## src/ksg_pkg.sv

```systemverilog
// ----------------------------------------------------------------------------
// Koch curve segment generator package
// Shared types and constants for the generator's controller and datapath.
// ----------------------------------------------------------------------------
`default_nettype none

package ksg_pkg;

    localparam int CFG_INDEX_W = 3;
    localparam int CFG_DATA_W  = 32;

    localparam logic [CFG_INDEX_W-1:0] CFG_CURVE_ORDER     = 3'd0;
    localparam logic [CFG_INDEX_W-1:0] CFG_BASE_LENGTH     = 3'd1;
    localparam logic [CFG_INDEX_W-1:0] CFG_START_DIRECTION = 3'd2;
    localparam logic [CFG_INDEX_W-1:0] CFG_START_X         = 3'd3;
    localparam logic [CFG_INDEX_W-1:0] CFG_START_Y         = 3'd4;

    localparam logic [30:0] BASE_LENGTH_RESET = 31'd13107200;

    // Reciprocal of three scaled by two to the 33, and sqrt(3)/2 in Q0.32.
    localparam logic [31:0] DIV3_RECIP     = 32'hAAAA_AAAB;
    localparam logic [31:0] ROOT3_HALF_Q32 = 32'hDDB3_D743;
    localparam logic [63:0] ROUND_HALF_Q32 = 64'h0000_0000_8000_0000;

    localparam logic [2:0] DIR_COUNT = 3'd6;

    typedef struct packed {
        logic start_curve;
        logic div_step;
        logic root_step;
        logic emit;
    } t_cmd;

    typedef struct packed {
        logic started;
        logic div_done;
    } t_status;

endpackage

`default_nettype wire

```

## src/ksg_if.sv

```systemverilog
// ----------------------------------------------------------------------------
// Koch curve segment generator channels
// Request channel carrying the restart flag and segment result channel.
// ----------------------------------------------------------------------------
`default_nettype none

interface ksg_req_if;
    logic valid;
    logic ready;
    logic restart;

    modport source (output valid, output restart, input ready);
    modport sink   (input valid, input restart, output ready);
endinterface

interface ksg_seg_if;
    logic               valid;
    logic               ready;
    logic signed [31:0] seg_x0;
    logic signed [31:0] seg_y0;
    logic signed [31:0] seg_x1;
    logic signed [31:0] seg_y1;
    logic        [2:0]  heading;
    logic               last_segment;

    modport source (output valid, output seg_x0, output seg_y0, output seg_x1,
                    output seg_y1, output heading, output last_segment,
                    input ready);
    modport sink   (input valid, input seg_x0, input seg_y0, input seg_x1,
                    input seg_y1, input heading, input last_segment,
                    output ready);
endinterface

`default_nettype wire

```

## src/koch_curve_segment_generator.sv

```systemverilog
// ----------------------------------------------------------------------------
// Koch curve segment generator
// Emits the segments of a Koch curve of a configured order, one per request.
//
//   Channel   Direction  Handshake             Payload
//   i_req     in         valid / ready         restart
//   o_seg     out        valid / ready         seg_x0..seg_y1, heading, last
//   cfg       in         valid / ready (high)  index, data
//
// A request that continues the current curve gives its segment in the cycle
// after, and while results are taken the next request may follow at once,
// so one segment per cycle. A request that starts a curve runs the shared
// divide-by-three step once per order, then one root-three scaling.
// Reset is synchronous; the first request after reset starts a curve.
// A stalled result holds in the output register; requests wait until it moves.
// ----------------------------------------------------------------------------
`default_nettype none

module koch_curve_segment_generator #(
    parameter int MAX_ORDER   = 8,
    parameter int COORD_WIDTH = 32
) (
    input  wire logic                            i_clk,
    input  wire logic                            i_rst_n,
    ksg_req_if.sink                              i_req,
    ksg_seg_if.source                            o_seg,
    input  wire logic                            i_cfg_valid,
    output logic                                 o_cfg_ready,
    input  wire logic [ksg_pkg::CFG_INDEX_W-1:0] i_cfg_index,
    input  wire logic [ksg_pkg::CFG_DATA_W-1:0]  i_cfg_data
);
    import ksg_pkg::*;

    t_cmd    w_cmd;
    t_status w_status;

    assign o_cfg_ready = 1'b1;

    ksg_ctrl u_ctrl (
        .i_clk         (i_clk),
        .i_rst_n       (i_rst_n),
        .i_req_valid   (i_req.valid),
        .i_req_restart (i_req.restart),
        .o_req_ready   (i_req.ready),
        .i_seg_ready   (o_seg.ready),
        .o_seg_valid   (o_seg.valid),
        .i_status      (w_status),
        .o_cmd         (w_cmd)
    );

    ksg_datapath #(
        .MAX_ORDER   (MAX_ORDER),
        .COORD_WIDTH (COORD_WIDTH)
    ) u_datapath (
        .i_clk          (i_clk),
        .i_rst_n        (i_rst_n),
        .i_cfg_write    (i_cfg_valid && o_cfg_ready),
        .i_cfg_index    (i_cfg_index),
        .i_cfg_data     (i_cfg_data),
        .i_cmd          (w_cmd),
        .o_status       (w_status),
        .o_seg_x0       (o_seg.seg_x0),
        .o_seg_y0       (o_seg.seg_y0),
        .o_seg_x1       (o_seg.seg_x1),
        .o_seg_y1       (o_seg.seg_y1),
        .o_heading      (o_seg.heading),
        .o_last_segment (o_seg.last_segment)
    );

endmodule

`default_nettype wire

```

## src/ksg_ctrl.sv

```systemverilog
// ----------------------------------------------------------------------------
// Koch curve segment generator controller
// Sequences curve starts, length scaling and segment emission.
// ----------------------------------------------------------------------------
`default_nettype none

module ksg_ctrl (
    input  wire logic            i_clk,
    input  wire logic            i_rst_n,
    input  wire logic            i_req_valid,
    input  wire logic            i_req_restart,
    output logic                 o_req_ready,
    input  wire logic            i_seg_ready,
    output logic                 o_seg_valid,
    input  wire ksg_pkg::t_status i_status,
    output ksg_pkg::t_cmd        o_cmd
);
    import ksg_pkg::*;

    typedef enum logic [1:0] {
        S_IDLE,
        S_DIV,
        S_ROOT,
        S_EMIT
    } t_state;

    t_state r_state;
    t_state n_state;
    logic   r_seg_valid;
    logic   w_accept;
    logic   w_need_start;

    assign o_req_ready  = (r_state == S_IDLE) && (!r_seg_valid || i_seg_ready);
    assign w_accept     = i_req_valid && o_req_ready;
    assign w_need_start = i_req_restart || !i_status.started;
    assign o_seg_valid  = r_seg_valid;

    always_comb begin
        o_cmd   = '0;
        n_state = r_state;
        unique case (r_state)
            S_IDLE: begin
                if (w_accept) begin
                    if (w_need_start) begin
                        o_cmd.start_curve = 1'b1;
                        n_state           = S_DIV;
                    end else begin
                        o_cmd.emit = 1'b1;
                    end
                end
            end
            S_DIV: begin
                if (i_status.div_done) begin
                    n_state = S_ROOT;
                end else begin
                    o_cmd.div_step = 1'b1;
                end
            end
            S_ROOT: begin
                o_cmd.root_step = 1'b1;
                n_state         = S_EMIT;
            end
            S_EMIT: begin
                o_cmd.emit = 1'b1;
                n_state    = S_IDLE;
            end
            default: begin
                n_state = S_IDLE;
            end
        endcase
    end

    always_ff @(posedge i_clk) begin
        if (!i_rst_n) begin
            r_state     <= S_IDLE;
            r_seg_valid <= 1'b0;
        end else begin
            r_state <= n_state;
            if (o_cmd.emit) begin
                r_seg_valid <= 1'b1;
            end else if (i_seg_ready) begin
                r_seg_valid <= 1'b0;
            end
        end
    end

endmodule

`default_nettype wire

```

## src/ksg_datapath.sv

```systemverilog
// ----------------------------------------------------------------------------
// Koch curve segment generator datapath
// Configuration registers, length scaling, heading tracking and pen update.
// ----------------------------------------------------------------------------
`default_nettype none

module ksg_datapath #(
    parameter int MAX_ORDER   = 8,
    parameter int COORD_WIDTH = 32
) (
    input  wire logic                            i_clk,
    input  wire logic                            i_rst_n,
    input  wire logic                            i_cfg_write,
    input  wire logic [ksg_pkg::CFG_INDEX_W-1:0] i_cfg_index,
    input  wire logic [ksg_pkg::CFG_DATA_W-1:0]  i_cfg_data,
    input  wire ksg_pkg::t_cmd                   i_cmd,
    output ksg_pkg::t_status                     o_status,
    output logic signed [31:0]                   o_seg_x0,
    output logic signed [31:0]                   o_seg_y0,
    output logic signed [31:0]                   o_seg_x1,
    output logic signed [31:0]                   o_seg_y1,
    output logic        [2:0]                    o_heading,
    output logic                                 o_last_segment
);
    import ksg_pkg::*;

    localparam int OW = $clog2(MAX_ORDER + 1);
    localparam int IW = 2 * MAX_ORDER;
    localparam int CW = COORD_WIDTH;

    logic        [3:0]    r_cfg_order;
    logic        [30:0]   r_cfg_base;
    logic        [2:0]    r_cfg_dir;
    logic signed [31:0]   r_cfg_x;
    logic signed [31:0]   r_cfg_y;

    logic        [OW-1:0] r_run_order;
    logic        [OW-1:0] r_div_cnt;
    logic        [2:0]    r_dir;
    logic signed [CW-1:0] r_pen_x;
    logic signed [CW-1:0] r_pen_y;
    logic        [IW-1:0] r_index;
    logic        [30:0]   r_step;
    logic        [30:0]   r_step_h;
    logic                 r_started;

    logic        [OW-1:0] w_sat_order;
    logic        [2:0]    w_start_dir;
    logic signed [63:0]   w_start_x64;
    logic signed [63:0]   w_start_y64;
    logic        [63:0]   w_div_prod;
    logic        [63:0]   w_root_prod;
    logic        [31:0]   w_half_sum;
    logic        [63:0]   w_full64;
    logic        [63:0]   w_half64;
    logic        [63:0]   w_h64;
    logic        [CW-1:0] w_full;
    logic        [CW-1:0] w_half;
    logic        [CW-1:0] w_h;
    logic        [CW-1:0] w_dx;
    logic        [CW-1:0] w_dy;
    logic signed [CW-1:0] w_next_x;
    logic signed [CW-1:0] w_next_y;
    logic        [IW:0]   w_index_inc;
    logic        [IW:0]   w_total;
    logic                 w_last;
    logic        [1:0]    w_digit;
    logic        [3:0]    w_dir_sum;
    logic        [2:0]    w_next_dir;

    function automatic logic signed [31:0] from_coord(input logic signed [CW-1:0] v);
        logic signed [63:0] e;
        e = 64'(v);
        return e[31:0];
    endfunction

    assign w_sat_order = (32'(r_cfg_order) > MAX_ORDER) ? OW'(MAX_ORDER)
                                                        : OW'(r_cfg_order);
    assign w_start_dir = (r_cfg_dir >= DIR_COUNT) ? (r_cfg_dir - DIR_COUNT) : r_cfg_dir;
    assign w_start_x64 = 64'(r_cfg_x);
    assign w_start_y64 = 64'(r_cfg_y);

    assign w_div_prod  = 64'(r_step) * 64'(DIV3_RECIP);
    assign w_root_prod = 64'(r_step) * 64'(ROOT3_HALF_Q32) + ROUND_HALF_Q32;

    assign w_half_sum = 32'(r_step) + 32'd1;
    assign w_full64   = 64'(r_step);
    assign w_half64   = 64'(w_half_sum[31:1]);
    assign w_h64      = 64'(r_step_h);
    assign w_full     = w_full64[CW-1:0];
    assign w_half     = w_half64[CW-1:0];
    assign w_h        = w_h64[CW-1:0];

    always_comb begin
        w_dx = w_half;
        w_dy = '0;
        unique case (r_dir)
            3'd0: begin
                w_dx = w_full;
                w_dy = '0;
            end
            3'd1: begin
                w_dx = w_half;
                w_dy = w_h;
            end
            3'd2: begin
                w_dx = -w_half;
                w_dy = w_h;
            end
            3'd3: begin
                w_dx = -w_full;
                w_dy = '0;
            end
            3'd4: begin
                w_dx = -w_half;
                w_dy = -w_h;
            end
            default: begin
                w_dx = w_half;
                w_dy = -w_h;
            end
        endcase
    end

    assign w_next_x = r_pen_x + w_dx;
    assign w_next_y = r_pen_y + w_dy;

    assign w_index_inc = {1'b0, r_index} + (IW + 1)'(1);
    assign w_total     = (IW + 1)'(1) << {r_run_order, 1'b0};
    assign w_last      = (w_index_inc >= w_total);

    // The lowest digit that is not three is the one that carries in the
    // increment: a zero or a two there turns the heading by one step, a one
    // turns it back by two.
    always_comb begin
        w_digit = 2'd0;
        for (int i = MAX_ORDER - 1; i >= 0; i--) begin
            if (r_index[2*i +: 2] != 2'd3) begin
                w_digit = r_index[2*i +: 2];
            end
        end
    end

    assign w_dir_sum  = {1'b0, r_dir} + ((w_digit == 2'd1) ? 4'd4 : 4'd1);
    assign w_next_dir = (w_dir_sum >= {1'b0, DIR_COUNT}) ? 3'(w_dir_sum - {1'b0, DIR_COUNT})
                                                          : w_dir_sum[2:0];

    assign o_status.started  = r_started;
    assign o_status.div_done = (r_div_cnt == '0);

    always_ff @(posedge i_clk) begin
        if (!i_rst_n) begin
            r_cfg_order <= '0;
            r_cfg_base  <= BASE_LENGTH_RESET;
            r_cfg_dir   <= '0;
            r_cfg_x     <= '0;
            r_cfg_y     <= '0;
        end else if (i_cfg_write) begin
            unique case (i_cfg_index)
                CFG_CURVE_ORDER:     r_cfg_order <= i_cfg_data[3:0];
                CFG_BASE_LENGTH:     r_cfg_base  <= i_cfg_data[30:0];
                CFG_START_DIRECTION: r_cfg_dir   <= i_cfg_data[2:0];
                CFG_START_X:         r_cfg_x     <= i_cfg_data;
                CFG_START_Y:         r_cfg_y     <= i_cfg_data;
                default: begin
                end
            endcase
        end
    end

    always_ff @(posedge i_clk) begin
        if (!i_rst_n) begin
            r_run_order <= '0;
            r_div_cnt   <= '0;
            r_dir       <= '0;
            r_pen_x     <= '0;
            r_pen_y     <= '0;
            r_index     <= '0;
            r_step      <= '0;
            r_step_h    <= '0;
            r_started   <= 1'b0;
        end else begin
            if (i_cmd.start_curve) begin
                r_run_order <= w_sat_order;
                r_div_cnt   <= w_sat_order;
                r_dir       <= w_start_dir;
                r_pen_x     <= w_start_x64[CW-1:0];
                r_pen_y     <= w_start_y64[CW-1:0];
                r_index     <= '0;
                r_step      <= r_cfg_base;
                r_started   <= 1'b1;
            end
            if (i_cmd.div_step) begin
                r_step    <= w_div_prod[63:33];
                r_div_cnt <= r_div_cnt - OW'(1);
            end
            if (i_cmd.root_step) begin
                r_step_h <= w_root_prod[62:32];
            end
            if (i_cmd.emit) begin
                r_pen_x <= w_next_x;
                r_pen_y <= w_next_y;
                r_dir   <= w_next_dir;
                if (w_last) begin
                    r_index   <= '0;
                    r_started <= 1'b0;
                end else begin
                    r_index <= w_index_inc[IW-1:0];
                end
            end
        end
    end

    always_ff @(posedge i_clk) begin
        if (i_cmd.emit) begin
            o_seg_x0       <= from_coord(r_pen_x);
            o_seg_y0       <= from_coord(r_pen_y);
            o_seg_x1       <= from_coord(w_next_x);
            o_seg_y1       <= from_coord(w_next_y);
            o_heading      <= r_dir;
            o_last_segment <= w_last;
        end
    end

endmodule

`default_nettype wire

```

## src/flat_wrapper.sv

```systemverilog
// flat-port wrapper written by rule: the top's interface ports become plain ports
module koch_curve_segment_generator_flat import ksg_pkg::*;
#(
    parameter int MAX_ORDER   = 8,
    parameter int COORD_WIDTH = 32
)
  (i_clk, i_rst_n, i_cfg_valid, o_cfg_ready, i_cfg_index, i_cfg_data, i_req_valid, i_req_restart, i_req_ready, o_seg_valid, o_seg_seg_x0, o_seg_seg_y0, o_seg_seg_x1, o_seg_seg_y1, o_seg_heading, o_seg_last_segment, o_seg_ready);
  ksg_req_if i_req_i ();
  ksg_seg_if o_seg_i ();
  input  wire logic i_clk;
  input  wire logic i_rst_n;
  input  wire logic i_cfg_valid;
  output logic o_cfg_ready;
  input  wire logic [ksg_pkg::CFG_INDEX_W-1:0] i_cfg_index;
  input  wire logic [ksg_pkg::CFG_DATA_W-1:0] i_cfg_data;
  input wire logic [$bits(i_req_i.valid)-1:0] i_req_valid;
  input wire logic [$bits(i_req_i.restart)-1:0] i_req_restart;
  output wire logic [$bits(i_req_i.ready)-1:0] i_req_ready;
  output wire logic [$bits(o_seg_i.valid)-1:0] o_seg_valid;
  output wire logic [$bits(o_seg_i.seg_x0)-1:0] o_seg_seg_x0;
  output wire logic [$bits(o_seg_i.seg_y0)-1:0] o_seg_seg_y0;
  output wire logic [$bits(o_seg_i.seg_x1)-1:0] o_seg_seg_x1;
  output wire logic [$bits(o_seg_i.seg_y1)-1:0] o_seg_seg_y1;
  output wire logic [$bits(o_seg_i.heading)-1:0] o_seg_heading;
  output wire logic [$bits(o_seg_i.last_segment)-1:0] o_seg_last_segment;
  input wire logic [$bits(o_seg_i.ready)-1:0] o_seg_ready;
  assign i_req_i.valid = i_req_valid;
  assign i_req_i.restart = i_req_restart;
  assign i_req_ready = i_req_i.ready;
  assign o_seg_valid = o_seg_i.valid;
  assign o_seg_seg_x0 = o_seg_i.seg_x0;
  assign o_seg_seg_y0 = o_seg_i.seg_y0;
  assign o_seg_seg_x1 = o_seg_i.seg_x1;
  assign o_seg_seg_y1 = o_seg_i.seg_y1;
  assign o_seg_heading = o_seg_i.heading;
  assign o_seg_last_segment = o_seg_i.last_segment;
  assign o_seg_i.ready = o_seg_ready;
  koch_curve_segment_generator #(.MAX_ORDER(MAX_ORDER), .COORD_WIDTH(COORD_WIDTH)) u_core (.i_clk(i_clk), .i_rst_n(i_rst_n), .i_req(i_req_i), .o_seg(o_seg_i), .i_cfg_valid(i_cfg_valid), .o_cfg_ready(o_cfg_ready), .i_cfg_index(i_cfg_index), .i_cfg_data(i_cfg_data));
endmodule
```

## config.mk

```make
export PLATFORM = sky130hd
export DESIGN_NAME = koch_curve_segment_generator_flat
export DESIGN_NICKNAME = d
export VERILOG_FILES = /design/src/ksg_pkg.sv /design/src/ksg_if.sv /design/src/koch_curve_segment_generator.sv /design/src/ksg_ctrl.sv /design/src/ksg_datapath.sv /design/src/flat_wrapper.sv
export SDC_FILE = /design/constraint.sdc
export NUM_CORES = 2
export LEC_CHECK = 0
export BUFFER_PORTS_ARGS = -buffer_cell sky130_fd_sc_hd__buf_4
export CAP_MARGIN = 25
export CORE_ASPECT_RATIO = 0.5
export CORE_UTILIZATION = 65
export CTS_BUF_LIST = sky130_fd_sc_hd__clkbuf_2
export DETAILED_ROUTE_END_ITERATION = 10
export GPL_TIMING_DRIVEN = 0
export PLACE_DENSITY_LB_ADDON = 0.25
export SLEW_MARGIN = 0
export SYNTH_ARGS = -nofsm -noshare
export SYNTH_HDL_FRONTEND = slang
export SYNTH_SLANG_ARGS = --single-unit
```

## constraint.sdc

```tcl
create_clock -name i_clk -period 9.9 [get_ports i_clk]
set_input_delay 1.485 -clock i_clk [delete_from_list [all_inputs] [get_ports i_clk]]
set_output_delay 1.485 -clock i_clk [all_outputs]
set_load 0.005 [all_outputs]
```

# Word level (Yosys, flattened, before mapping)
# Index checks and enable logic that the tools add are counted.
# classes
n_eq_ne	23
order_cmp	4
n_reduce_logical	23
addsub	12
n_mux	45
n_mul	2
n_bitwise	1
shift	1
# ops
cell	n
32-bit 2-to-1 mux	4
31-bit by 32-bit multiplier with 63-bit output, second input constant	2
31-bit negation with 32-bit output	3
32-bit one-hot mux with 3 select lines	1
32-bit adder	2
32-bit one-hot mux with 2 select lines	1
63-bit by 32-bit adder with 63-bit output, second input constant	1
30-bit 2-to-1 mux	2
16-bit 2-to-1 mux	3
31-bit by 1-bit adder with 32-bit output, second input constant	1
2-bit 2-to-1 mux	11
2-bit != test, second input constant	11
16-bit by 1-bit adder with 17-bit output, second input constant	1
17-bit >= comparator	1
1-bit by 5-bit << shifter with 17-bit output, first input constant	1
3-bit 2-to-1 mux	5
1-bit 2-to-1 mux	13
3-bit by 2-bit equality test with 1-bit output, second input constant	4
4-bit 2-to-1 mux	3
2-bit AND reduction	5
2-bit one-hot mux with 4 select lines	1
2-bit OR reduction	4
3-bit by 1-bit equality test with 1-bit output, second input constant	2
3-bit equality test, second input constant	2
18 further kinds	27
# word_totals
regBits	391
in_bits	41
word_cells	134
out_inout_bits	135

# Logic depth before layout (Yosys ltp)
# depth
depth_word	15
mapped_depth	28

# Cells and area by module
# Synthesis repeated with hierarchy kept, for this count alone.
# hier_totals
hier_cells	5424
hier_area_um2	50827.5
# modules_own_cells
module	cells_each	n_inst	area_each_um2
ksg_datapath	5396	1	50566.0
ksg_ctrl	26	1	250.2
koch_curve_segment_generator	2	1	11.3

# Worst setup path after synthesis
# OpenSTA, ideal clock, no wires.
# synth_path
kind	register -> register
from	register u_core.u_datapath.r_step[7]
to	register u_core.u_datapath.r_step[29]
arrival_ns	7.446
required_ns	9.773
stages_incl_launch_ff	26
period_less_slack_ns	7.573
path_slack_ns	2.327
path_cell_list	dfxtp_1 ha_1 inv_1 fa_1 inv_1 fa_1 inv_1 fa_1 fa_1 inv_1 fa_1 inv_1 fa_1 fa_1 inv_1 ha_1 o21a_1 a21oi_1 a21oi_1 or2_2 o21ai_0 o21bai_1 a41o_1 a31o_2 and3_1 or3_1
# synth_between
elab_chain_cells	2
# synth_rtl
element	line_no	source
from (decl)	ksg_datapath.sv:43	logic [30:0] r_step;
from (signal assigned)	ksg_datapath.sv:190	r_step <= r_cfg_base;
from (signal assigned)	ksg_datapath.sv:194	r_step <= w_div_prod[63:33];
31-bit by 32-bit multiplier with 63-bit output	ksg_datapath.sv:83	assign w_div_prod = 64'(r_step) * 64'(DIV3_RECIP);
30-bit 2-to-1 mux	ksg_datapath.sv:193	if (i_cmd.div_step) begin
# No other way between the ends.
# A chain may end at the register's enable or synchronous reset.

# Worst setup path in the final report
# layout_path
from	register u_core.u_datapath.r_step[18]
to	register u_core.u_datapath.r_step[27]
# Same word-level chain as after synthesis.

==> results.ini <==
[run_status]
status = finished, final reports clean

[clock_tree]
root_buffer = clkbuf_2
post_cts_buffers = 0
cts_buffers = 97
postCtsHoldBufs = 0
htreeDepth = 3
cts.sinks = 391
clockBufferDepth = 3
cts_tree = yes
insertion_delay_ns = 1.18
clk_pin_slew_worst_paths_ns = 0.12

[global_route]
grt_antenna_before_repair = 9
grt_use_total_pct = 45.4
grt_max_degree = 74
grt_overflow_total = 0
grt_pass1_vias = 42100
grt_pass1_wl_um = 261000

[final_layout]
nFillCells = 5900
drive_gt1_share_pct = 6.84
fin_nets = 7067
area_growth_pct = 7.56
fin_util_pct = 71.0

[yosys]
ys_seq_area_share_pct = 18.3
yosysWarnings = 0
syn_avg_cell_area_um2 = 9.37
synth_edf_count = 132
syn_area_um2 = 49900
syn-num-nets = 6779
syn_inst = 5328
yosysUniqueCellTypes = 82
synth_seq_cells = 391
synth_flop_cell = dfxtp_1
synthArstFlopShare_pct = 0

[placement]
portBuffers = 173
dp_hpwl_um = 147000
gp_congestion = 1.07

[worst_setup_path]
slowest_stage = dfxtp_1
critPathRequiredTime_ns = 10.85
cp_common_cell = fa_1
timing.rr.start = u_core.u_datapath.r_step[18]$_SDFFE_PN0P_
slowest_delay_ns = 1.07
reg2reg_slack_ns = 0.08
cp_num_buf_inv = 4
cp-start-kind = flop
setup.worst_path.end_class = flop
critPathTopFamily = adder cells
worstPathArrival_ns = 10.77
path_max_fanout = 11
worstRegToRegCells = 23
path_class = flop to flop
r2r-end = u_core.u_datapath.r_step[27]$_SDFFE_PN0P_
crit_chain = ha_1, inv_1, fa_1, fa_1, fa_1, fa_1, inv_1, fa_1, inv_1, fa_1, fa_1, inv_1, ha_1, nand4_1, nor4_1, o221ai_1, nand4b_1, o2111a_1, o21ai_0, a31oi_1, a41oi_1, a2111o_1, o221ai_1

[sta]
period_minus_slack_ns = 9.82
min_period_over_period_pct = 99.2
hold_violations = 0
maxSlewHeadroom_pct = 16.8
fmax_ghz = 0.102
skew_ns = 0.191
setup_viol = 0
worst_pin_slew_ns = 1.25
rsz0062_at_grt = no
drv_slew = 0

[route]
first_iter_violations = 5425
ant_nets = 0
wl_um = 177000
vias = 42700
dr.pass1.iters = 6
post_drt_via_cell_ratio = 6.36
wl_per_cell_um = 26.3
drc = 0

[die]
row_count = 71
die_x_um = 394
core_um2 = 75600
io_pins = 176
start_util_pct = 66.0
die_area_um2 = 78000
die_y_um = 198

[hold_path]
min_delay_worst_endpoint = u_core.u_datapath.r_cfg_y[0]$_SDFFE_PN0P_
min_from = u_core.u_datapath.r_cfg_y[0]$_SDFFE_PN0P_
min_path_cells = 2
holdCritPathClass = flop to flop

[job]
maxCapViolCount = 0

## stage by stage
stage	TNS [ns]	hold slack [ns]	setup WS (ns)	instances	cell area [µm²]
5_1_grt	0	0.475	0.0147	6713	53700
2_1_floorplan	0	0.432	2.33	5328	49900
6_report	0	0.458	0.0800	6717	53700
3_3_place_gp	-10.62	0.442	-0.933	6523	52500
3_5_place_dp	0	0.447	0.115	6533	52700
4_1_cts	0	0.462	0.00602	6706	53600
## registers in the layout (all words and copies together) (netlist names), 3 cells and up
| name | cells |
|---|---|
| u_core.u_datapath.o_heading | 3 |
| u_core.u_datapath.o_seg_x0 | 32 |
| u_core.u_datapath.o_seg_x1 | 32 |
| u_core.u_datapath.o_seg_y0 | 32 |
| u_core.u_datapath.o_seg_y1 | 32 |
| u_core.u_datapath.r_cfg_base | 31 |
| u_core.u_datapath.r_cfg_dir | 3 |
| u_core.u_datapath.r_cfg_order | 4 |
| u_core.u_datapath.r_cfg_x | 32 |
| u_core.u_datapath.r_cfg_y | 32 |
| u_core.u_datapath.r_dir | 3 |
| u_core.u_datapath.r_div_cnt | 4 |
| u_core.u_datapath.r_index | 16 |
| u_core.u_datapath.r_pen_x | 32 |
| u_core.u_datapath.r_pen_y | 32 |
| u_core.u_datapath.r_run_order | 4 |
| u_core.u_datapath.r_step | 31 |
| u_core.u_datapath.r_step_h | 31 |
## worst reg2reg max path, stage by stage (launching register included)
cell and delay (ns):
dfxtp_1 1.07, ha_1 0.49, inv_1 0.33, fa_1 0.59
fa_1 0.65, fa_1 0.73, fa_1 0.60, inv_1 0.06
fa_1 0.54, inv_1 0.06, fa_1 0.52, fa_1 0.55
inv_1 0.04, ha_1 0.37, nand4_1 0.19, nor4_1 0.37
o221ai_1 0.29, nand4b_1 0.22, o2111a_1 0.32, o21ai_0 0.24
a31oi_1 0.46, a41oi_1 0.35, a2111o_1 0.50, o221ai_1 0.07
## cells by family after synthesis
| logic type | after synthesis | share of synthesized area, % |
|---|---|---|
| compound gates | 1018 | 13.1 |
| xor+xnor | 167 | 2.93 |
| fa+ha+maj | 1411 | 45.6 |
| buf+inv | 1152 | 8.67 |
| flops | 391 | 18.3 |
| mux | 37 | 0.742 |
| other cells | 1 | 0.00751 |
| simple gates | 1151 | 10.6 |
## worst max path at each step
stage | cells past startpoint | startpoint | slack [ns] | to
global placement | 23 | u_core.u_datapath.r_step[11]$_SDFFE_PN0P_ | -0.93 | u_core.u_datapath.r_step_h[18]$_SDFFE_PN0P_
finish | 23 | u_core.u_datapath.r_step[18]$_SDFFE_PN0P_ | 0.08 | u_core.u_datapath.r_step[27]$_SDFFE_PN0P_
global route | 23 | u_core.u_datapath.r_step[18]$_SDFFE_PN0P_ | 0.01 | u_core.u_datapath.r_step[27]$_SDFFE_PN0P_
CTS | 25 | u_core.u_datapath.r_step[8]$_SDFFE_PN0P_ | 0.006 | u_core.u_datapath.r_step_h[30]$_SDFFE_PN0P_
detailed placement | 27 | u_core.u_datapath.r_step[5]$_SDFFE_PN0P_ | 0.12 | u_core.u_datapath.r_step_h[18]$_SDFFE_PN0P_
floorplan | 25 | u_core.u_datapath.r_step[7]$_SDFFE_PN0P_ | 2.33 | u_core.u_datapath.r_step[29]$_SDFFE_PN0P_
## synth_stat cells, types with 9 or more instances
master,number,area share (%)
fa_1,682,27
nand2_1,503,3.8
dfxtp_1,259,10
a311oi_1,69,1.2
a211oi_1,29,0.44
o31ai_1,20,0.30
xnor2_1,121,2.1
nand4_1,47,0.59
nor2b_1,25,0.31
o221ai_1,9,0.16
o211ai_1,20,0.30
a21o_1,112,1.7
nand2b_1,22,0.28
and3_1,42,0.53
nor3_1,39,0.39
clkbuf_1,136,1.0
or2_2,14,0.18
inv_1,992,7.5
o21a_1,27,0.41
nor4_1,20,0.25
or4_1,15,0.23
a21oi_1,330,3.3
o22ai_1,13,0.16
a22oi_1,18,0.27
and4_1,11,0.19
xor2_1,46,0.81
edfxtp_1,132,7.9
mux2i_1,37,0.74
nor2_1,225,1.7
nand3_1,118,1.2
o21ai_0,197,2.0
ha_1,728,18
a31oi_1,42,0.53
o21bai_1,30,0.45
buf_1,18,0.14
or3_1,20,0.25
and2_1,19,0.24
## per-layer routing
metal  GRT usage, %  share of wire [%]
met1           61.7                 39
met2           65.2                 40
met3           16.1                 15
met4           20.5                5.4
met5              0              0.022
## area by class of cell
type                    count  area, µm²  area share, %
clock buffers             141        706           1.31
multi-input cells        3785      36500           67.9
inverters                 995       3740           6.96
flip-flops and latches    391       9160           17.1
plain buffers             157        596           1.11
well taps                1022       1280           2.38
repair buffers            189       1550           2.88
diodes                      5       12.5         0.0233
clock inverters            32        174          0.324
## cell usage in the layout (no fill, tap or decap), types with 22 or more instances in the layout
cell      Yosys  routed
a31oi_1      42      41
nand2b_1     22      22
dfxtp_1     259     251
ha_1        728     726
nor2b_1      25      25
a311oi_1     69      69
xor2_1       46      44
nand2_1     503     503
clkbuf_1    136     136
mux2i_1      37      37
inv_1       992     992
o21a_1       27      27
o21bai_1     30      29
buf_4         1     178
o21ai_0     197     197
nor3_1       39      39
edfxtp_1    132     132
a21o_1      112     112
fa_1        682     682
nand4_1      47      47
and3_1       42      42
clkbuf_2      0     142
nor2_1      225     225
a21oi_1     330     330
a211oi_1     29      29
nand3_1     118     118
xnor2_1     121     121
## timing repair
action	4_1_cts	5_1_grt
resized for setup	1	14
endpoints found under the hold margin	0	0
endpoints found under the setup margin	1	36
Power is left out: the tool's default activity adds up to more than one toggle a clock period on the data nets, which glitch-free logic cannot reach.
